==> src/rtl/core/pdu_pkg.sv <==
package pdu_pkg;

  localparam logic [7:0] ChPct   = 8'h25;
  localparam logic [7:0] ChPlus  = 8'h2B;
  localparam logic [7:0] ChSpace = 8'h20;
  localparam logic [7:0] ChA     = 8'h41;
  localparam logic [7:0] ChF     = 8'h46;
  localparam logic [7:0] Ch0     = 8'h30;
  localparam logic [7:0] Ch9     = 8'h39;
  localparam logic [7:0] CaseMask = 8'hDF;

  typedef enum logic [1:0] {
    PH_IDLE  = 2'd0,
    PH_PCT   = 2'd1,
    PH_DIGIT = 2'd2
  } phase_e;

  // Everything the decoder derives from one held item and the current state.
  typedef struct packed {
    logic [1:0] count;
    logic [7:0] byte0;
    logic       last0;
    logic [7:0] byte1;
    logic       last1;
    phase_e     phase;
    logic [3:0] high_nibble;
  } dec_t;

  function automatic logic first_digit_ok(input logic [7:0] c);
    return ((c >= ChA) && (c <= ChF)) || ((c >= Ch0) && (c <= Ch9));
  endfunction

  function automatic logic [7:0] digit_val(input logic [7:0] c);
    logic [7:0] v;
    if (c >= ChA) begin
      v = (c & CaseMask) - ChA + 8'd10;
    end else begin
      v = c - Ch0;
    end
    return v;
  endfunction

endpackage

==> src/rtl/core/pdu_decode.sv <==
module pdu_decode (
  input  logic              xml_only_i,
  input  logic [7:0]        byte_i,
  input  logic              last_i,
  input  pdu_pkg::phase_e   phase_i,
  input  logic [3:0]        high_nibble_i,
  output pdu_pkg::dec_t     dec_o
);

  logic [7:0] c;
  logic [7:0] dval;

  assign c    = (!xml_only_i && (byte_i == pdu_pkg::ChPlus)) ? pdu_pkg::ChSpace : byte_i;
  assign dval = pdu_pkg::digit_val(c);

  always_comb begin
    dec_o             = '0;
    dec_o.phase       = pdu_pkg::PH_IDLE;
    dec_o.high_nibble = high_nibble_i;
    unique case (phase_i)
      pdu_pkg::PH_PCT: begin
        if (pdu_pkg::first_digit_ok(c)) begin
          if (last_i) begin
            // Escape cut short by the end of the string: send it raw.
            dec_o.count = 2'd2;
            dec_o.byte0 = pdu_pkg::ChPct;
            dec_o.byte1 = c;
            dec_o.last1 = 1'b1;
          end else begin
            dec_o.phase       = pdu_pkg::PH_DIGIT;
            dec_o.high_nibble = dval[3:0];
          end
        end else begin
          dec_o.byte0 = pdu_pkg::ChPct;
          if ((c == pdu_pkg::ChPct) && !last_i) begin
            dec_o.count = 2'd1;
            dec_o.phase = pdu_pkg::PH_PCT;
          end else begin
            dec_o.count = 2'd2;
            dec_o.byte1 = c;
            dec_o.last1 = last_i;
          end
        end
      end
      pdu_pkg::PH_DIGIT: begin
        dec_o.count = 2'd1;
        dec_o.byte0 = {high_nibble_i, 4'b0000} + dval;
        dec_o.last0 = last_i;
      end
      default: begin
        if ((c == pdu_pkg::ChPct) && !last_i) begin
          dec_o.phase = pdu_pkg::PH_PCT;
        end else begin
          dec_o.count = 2'd1;
          dec_o.byte0 = c;
          dec_o.last0 = last_i;
        end
      end
    endcase
  end

endmodule

==> src/rtl/core/pdu_out_stage.sv <==
module pdu_out_stage (
  input  logic       clk_i,
  input  logic       rst_ni,
  input  logic       load_i,
  input  logic [7:0] byte_i,
  input  logic       last_i,
  output logic       can_load_o,
  output logic       m_axis_tvalid_o,
  input  logic       m_axis_tready_i,
  output logic [7:0] m_axis_tdata_o,  // [7:0] out_byte
  output logic       m_axis_tlast_o   // out_last
);

  logic       valid_q, valid_d;
  logic [7:0] byte_q;
  logic       last_q;

  assign can_load_o = !valid_q || m_axis_tready_i;

  always_comb begin
    valid_d = valid_q;
    if (can_load_o) begin
      valid_d = load_i;
    end
  end

  always_ff @(posedge clk_i or negedge rst_ni) begin
    if (!rst_ni) begin
      valid_q <= 1'b0;
    end else begin
      valid_q <= valid_d;
    end
  end

  always_ff @(posedge clk_i) begin
    if (can_load_o && load_i) begin
      byte_q <= byte_i;
      last_q <= last_i;
    end
  end

  assign m_axis_tvalid_o = valid_q;
  assign m_axis_tdata_o  = byte_q;
  assign m_axis_tlast_o  = last_q;

endmodule

==> src/rtl/core/percent_decoder_unit.sv <==
// Streaming percent decoder for encoded strings.
// Slave channel s_axis_*: one encoded character per transfer in tdata, tlast on
// the final character of a string. Master channel m_axis_*: decoded characters,
// tlast on the final decoded character. A '+' becomes a space unless xml_only is
// set through cfg_we_i/cfg_wdata_i, which may be written only while the block
// is idle.
// An accepted character is held in the input register, where it is
// decoded against the escape state; its result is then loaded into the output
// register, which presents it on the master channel.
// While the receiver keeps up, one character is accepted per cycle. A character
// that yields two results (a rejected or truncated escape) holds the input register
// until both are loaded, as the single output register takes one result per cycle;
// a '%' that opens an escape or a pending first digit yields none and frees it at once.
// Reset clears the escape state, xml_only and both valid flags.
// When the receiver stalls, the output register holds its result, a held character
// that has results waits in the input register and s_axis_tready_o drops.
module percent_decoder_unit (
  input  logic       clk_i,
  input  logic       rst_ni,
  input  logic       cfg_we_i,
  input  logic       cfg_wdata_i,     // xml_only
  input  logic       s_axis_tvalid_i,
  output logic       s_axis_tready_o,
  input  logic [7:0] s_axis_tdata_i,  // [7:0] in_byte
  input  logic       s_axis_tlast_i,  // in_last
  output logic       m_axis_tvalid_o,
  input  logic       m_axis_tready_i,
  output logic [7:0] m_axis_tdata_o,  // [7:0] out_byte
  output logic       m_axis_tlast_o   // out_last
);

  logic             xml_only_q;
  logic             in_valid_q, in_valid_d;
  logic [7:0]       in_byte_q;
  logic             in_last_q;
  logic             sel_q, sel_d;
  pdu_pkg::phase_e  phase_q, phase_d;
  logic [3:0]       high_nibble_q, high_nibble_d;
  pdu_pkg::dec_t    dec;
  logic             can_load;
  logic             emit;
  logic             done;
  logic             s_take;
  logic [7:0]       emit_byte;
  logic             emit_last;

  pdu_decode u_decode (
    .xml_only_i   (xml_only_q),
    .byte_i       (in_byte_q),
    .last_i       (in_last_q),
    .phase_i      (phase_q),
    .high_nibble_i(high_nibble_q),
    .dec_o        (dec)
  );

  assign emit = in_valid_q && (dec.count != 2'd0) && can_load;
  // The held item is finished once its last result goes out, or at once if it has none.
  assign done = in_valid_q &&
                ((dec.count == 2'd0) || (can_load && (sel_q || (dec.count == 2'd1))));
  assign s_axis_tready_o = !in_valid_q || done;
  assign s_take = s_axis_tvalid_i && s_axis_tready_o;

  assign emit_byte = sel_q ? dec.byte1 : dec.byte0;
  assign emit_last = sel_q ? dec.last1 : dec.last0;

  always_comb begin
    in_valid_d    = in_valid_q;
    sel_d         = sel_q;
    phase_d       = phase_q;
    high_nibble_d = high_nibble_q;
    if (done) begin
      in_valid_d    = 1'b0;
      sel_d         = 1'b0;
      phase_d       = dec.phase;
      high_nibble_d = dec.high_nibble;
    end else if (emit) begin
      sel_d = 1'b1;
    end
    if (s_take) begin
      in_valid_d = 1'b1;
    end
  end

  always_ff @(posedge clk_i or negedge rst_ni) begin
    if (!rst_ni) begin
      xml_only_q    <= 1'b0;
      in_valid_q    <= 1'b0;
      sel_q         <= 1'b0;
      phase_q       <= pdu_pkg::PH_IDLE;
      high_nibble_q <= 4'd0;
    end else begin
      if (cfg_we_i) begin
        xml_only_q <= cfg_wdata_i;
      end
      in_valid_q    <= in_valid_d;
      sel_q         <= sel_d;
      phase_q       <= phase_d;
      high_nibble_q <= high_nibble_d;
    end
  end

  always_ff @(posedge clk_i) begin
    if (s_take) begin
      in_byte_q <= s_axis_tdata_i;
      in_last_q <= s_axis_tlast_i;
    end
  end

  pdu_out_stage u_out (
    .clk_i          (clk_i),
    .rst_ni         (rst_ni),
    .load_i         (emit),
    .byte_i         (emit_byte),
    .last_i         (emit_last),
    .can_load_o     (can_load),
    .m_axis_tvalid_o(m_axis_tvalid_o),
    .m_axis_tready_i(m_axis_tready_i),
    .m_axis_tdata_o (m_axis_tdata_o),
    .m_axis_tlast_o (m_axis_tlast_o)
  );

  // The second result of an item is only ever pending while that item is held.
  a_sel_needs_item: assert property (@(posedge clk_i) disable iff (!rst_ni)
    sel_q |-> (in_valid_q && (dec.count == 2'd2)))
    else $error("second-result flag set without a two-result item");

  // Input stalls come from a busy output register or from the first half of a
  // two-result item.
  a_stall_cause: assert property (@(posedge clk_i) disable iff (!rst_ni)
    !s_axis_tready_o |-> (in_valid_q && ((m_axis_tvalid_o && !m_axis_tready_i) ||
                                         ((dec.count == 2'd2) && !sel_q))))
    else $error("input stalled while output register could load");

  // An item that yields nothing always leaves an escape open.
  a_silent_opens_escape: assert property (@(posedge clk_i) disable iff (!rst_ni)
    (in_valid_q && (dec.count == 2'd0)) |=> (phase_q != pdu_pkg::PH_IDLE))
    else $error("item without results left the decoder idle");

  // A result carrying the end of a string leaves no escape pending.
  a_last_closes: assert property (@(posedge clk_i) disable iff (!rst_ni)
    (done && emit && emit_last) |=> (phase_q == pdu_pkg::PH_IDLE))
    else $error("escape still open after final result");

endmodule
==> config.mk <==
export PLATFORM = sky130hd
export DESIGN_NAME = percent_decoder_unit
export DESIGN_NICKNAME = d
export VERILOG_FILES = /design/src/rtl/core/pdu_pkg.sv /design/src/rtl/core/pdu_decode.sv /design/src/rtl/core/pdu_out_stage.sv /design/src/rtl/core/percent_decoder_unit.sv
export SDC_FILE = /design/constraint.sdc
export NUM_CORES = 1
export LEC_CHECK = 0
export BUFFER_PORTS_ARGS = -buffer_cell sky130_fd_sc_hd__buf_2
export CAP_MARGIN = 0
export CORE_ASPECT_RATIO = 0.9
export CORE_MARGIN = 2
export CORE_UTILIZATION = 50
export CTS_CLUSTER_SIZE = 12
export DETAILED_ROUTE_END_ITERATION = 12
export GPL_ROUTABILITY_DRIVEN = 0
export HOLD_SLACK_MARGIN = 0.12
export PLACE_DENSITY = 0.73
export SYNTH_ARGS = -nofsm -noshare
export SYNTH_HDL_FRONTEND = slang
export SYNTH_SLANG_ARGS = --single-unit
==> constraint.sdc <==
create_clock -name clk_i -period 3.2 [get_ports clk_i]
set_input_delay 0 -clock clk_i [delete_from_list [all_inputs] [get_ports clk_i]]
set_output_delay 0 -clock clk_i [all_outputs]
set_load 0.1 [all_outputs]
==> metrics <==
outcome completed; clk_skew about 12 ps; CP max stage delay around 530 ps; FMAX 0.322 GHz; arrival time worst endpoint between 3000 and 4000 ps; VDD IR max 0.404 mV; worst reg-to-reg setup slack ~96 ps; final count of negative-setup-slack endpoints 0; PwrDens 379 nW/um^2; CTS tree done; Starting DRT DRC Count 165; synth warn 0; synthesized flop and latch total 28; internal power between 0.6 and 0.7 mW; Mapped Cells between 150 and 200; Layout area overhead 34.0%; dpl hpwl 3.61 mm; slack of the critical path 96.3 ps; drt drc 0; Leak between 1 and 1.5 nW; Final nets 287; P_sw 0.349 mW; Max Slew Vio Count 0; Mean Syn Cell Area 10.2 sq um; Post-synth EDFFs 18; WHS Path Cells 2; I/O pin cnt 26; synth top area cells edfxtp_1 28%, dfrtp_1 13%, ha_1 9.0%; layout cells sized above 1 34.4%; core area 3730 sq um; ys flop type edfxtp_1; fin util 70.3%; total track usage about 23%; die area 4430 sq um; Area after DPL 2250 sq um; max-cap viol count 0; clk slew on worst S/H paths 100 ps; starting density of the core 52.4%; Cell Rows 21; delay-heaviest family, CP adder cells; Max clock buf depth 2; post-synthesis net count 221; Worst path slowest cell fa_1; Vias/cell 5.88; ANT nets after route 0; grt ovf 0; part of the power in registers 44.2%; fin crit share 97.0%; area leader, netlist edfxtp_1; min-delay worst type input port to flop; worst reg-to-reg path cell count 13; Worst Path Required 3230 ps; DIE WIDTH 69.9 microns; Critical Path Fanout Max 5; Skew-Pair Late Insertion Delay 280 ps; number of distinct library cells after synthesis 51; clock sink count 28; Die Y 63.3 microns; setup TNS 0 ps; Fin Hold WS 431 ps; worst path cell trace ha_4 -> and3_4 -> and2_4 -> a2bb2oi_4 -> a31oi_4 -> nor3b_2 -> a21oi_1 -> o21ai_1 -> ha_2 -> inv_1 -> fa_1 -> o221a_2 -> o22ai_2; Slew @ Worst Pin 491 ps; FF-to-FF Start in_byte_q[5]; top-area cell type share of the netlist area 27.6%; Max-slew headroom 67.2%; register area share after synthesis 40.4%; H-tree depth 1; Post-synth ARST share a little over a third; Place WS -15.3 ps; crit end category flop; HP Start s_axis_tdata_i[1]; Min Clock Period, post-route 3100 ps; wire per inst 16.9 microns; Root Driver clkbuf_8; TritonRoute pass-1 iters 5; Reg2Reg Capture Point u_out.m_axis_tdata_o[5]; Hold Path End in_byte_q[1]; WS Path Type flop to flop; Setup crit start kind flop; combinational power share 33.5%; mapped cell area roughly 2000 sq um; cts bufs inserted 3; initial antenna violation count 0; design area roughly 2600 sq um; vias 1775; Final Hold Fails 0; CP Buf/Inv Count 1; largest net degree at the start of global routing 16; DRT Wirelength 5.09 mm; first-pass GRT wire length 8.11 mm; vias in the first global route 1737; Buffers on Ports 25; Synth top cells by count 18 x edfxtp_1, 18 x nand2_1, 16 x inv_1; ant diodes 0; Net Sw Frac 35.1%; clock power share 22.3%
[final cells by class]
cell class,instances,area [sq um]
clock buffer,4,55.1
tap,46,57.6
fill,272,1110
sequential,28,791
multi-input combinational,140,1170
inverter,16,60.1
timing repair buffer,68,488
[worst register-to-register path, delay by kind of cell, from the launching register on]
kind	cells	cell delay [ps]
AO/OA/AOI/OAI	6	820
adder cells (fa/ha/maj)	3	960
buffers and inverters	1	50
flip-flops	1	490
AND/OR/NAND/NOR	3	540
[power by group through the flow]
stage	clock, mW	sequential [mW]	combinational, mW
floorplan	0	0.535	0.134
global placement	0	0.446	0.284
detailed placement	0	0.447	0.288
CTS	0.226	0.438	0.307
global route	0.239	0.442	0.354
finish	0.222	0.439	0.333
[per-layer routing]
layer	global-route usage [%]	wire, microns
met1	30.1	2030
met2	39.2	2500
met3	4.32	377
met4	6.97	182
met5	0	0
[timing repair]
action	in CTS	in global routing
pin swaps	0	9
endpoints found under the setup margin	1	3
buffers inserted	1	12
hold buffers	16	0
hold endpoints to repair	22	0
gates resized for setup	0	13
[registers in the layout, indices dropped and copies added (netlist names)]
register               flops
u_out.m_axis_tvalid_o      1
xml_only_q                 1
high_nibble_q              4
phase_q                    2
sel_q                      1
u_out.m_axis_tdata_o       8
in_byte_q                  8
u_out.m_axis_tlast_o       1
in_last_q                  1
in_valid_q                 1
[cells by family (layout without fill, tap and decap cells)]
kind of cell / after synthesis / after routing / share of synthesized area (%)
fa+ha+maj: 15 / 15 / 9.98
xor+xnor: 6 / 6 / 2.69
mux: 9 / 9 / 4.86
simple gates: 56 / 56 / 15.9
compound gates: 54 / 54 / 21.0
buf+inv: 23 / 88 / 5.05
flops: 28 / 28 / 40.4
[stage by stage]
step                cells  power (mW)
global route          302        1.03
finish                302       0.995
detailed placement    269       0.735
global placement      269       0.730
CTS                   290       0.970
floorplan             191       0.669
[placed cells by master, fill, tap and decap left out, types with 3 or more instances in the layout]
cell type / n
dfrtp_1: 10
inv_2: 4
nor3_1: 4
mux2_2: 4
xnor2_1: 4
inv_1: 12
nor2b_1: 4
nand2b_1: 3
o22ai_1: 5
mux2i_1: 5
a21o_1: 3
buf_2: 25
nor2_1: 8
a31oi_1: 4
edfxtp_1: 18
buf_4: 27
o21ai_0: 8
clkbuf_8: 4
ha_1: 10
a21oi_1: 8
nand2_1: 18
dlygate4sd3_1: 16
nand3_1: 3
[how the worst max path moves through the flow]
stage,slack (ps),cells past startpoint,from,endpoint
detailed placement,-20,13,in_byte_q[5],u_out.m_axis_tdata_o[5]
finish,100,13,in_byte_q[5],u_out.m_axis_tdata_o[5]
floorplan,1,10,in_byte_q[7],in_byte_q[0]
global placement,110,13,in_byte_q[5],u_out.m_axis_tdata_o[5]
global route,-20,14,in_byte_q[1],u_out.m_axis_tdata_o[7]
CTS,10,16,in_byte_q[7],u_out.m_axis_tdata_o[7]
No activity file was read; power rests on OpenSTA's default activity.
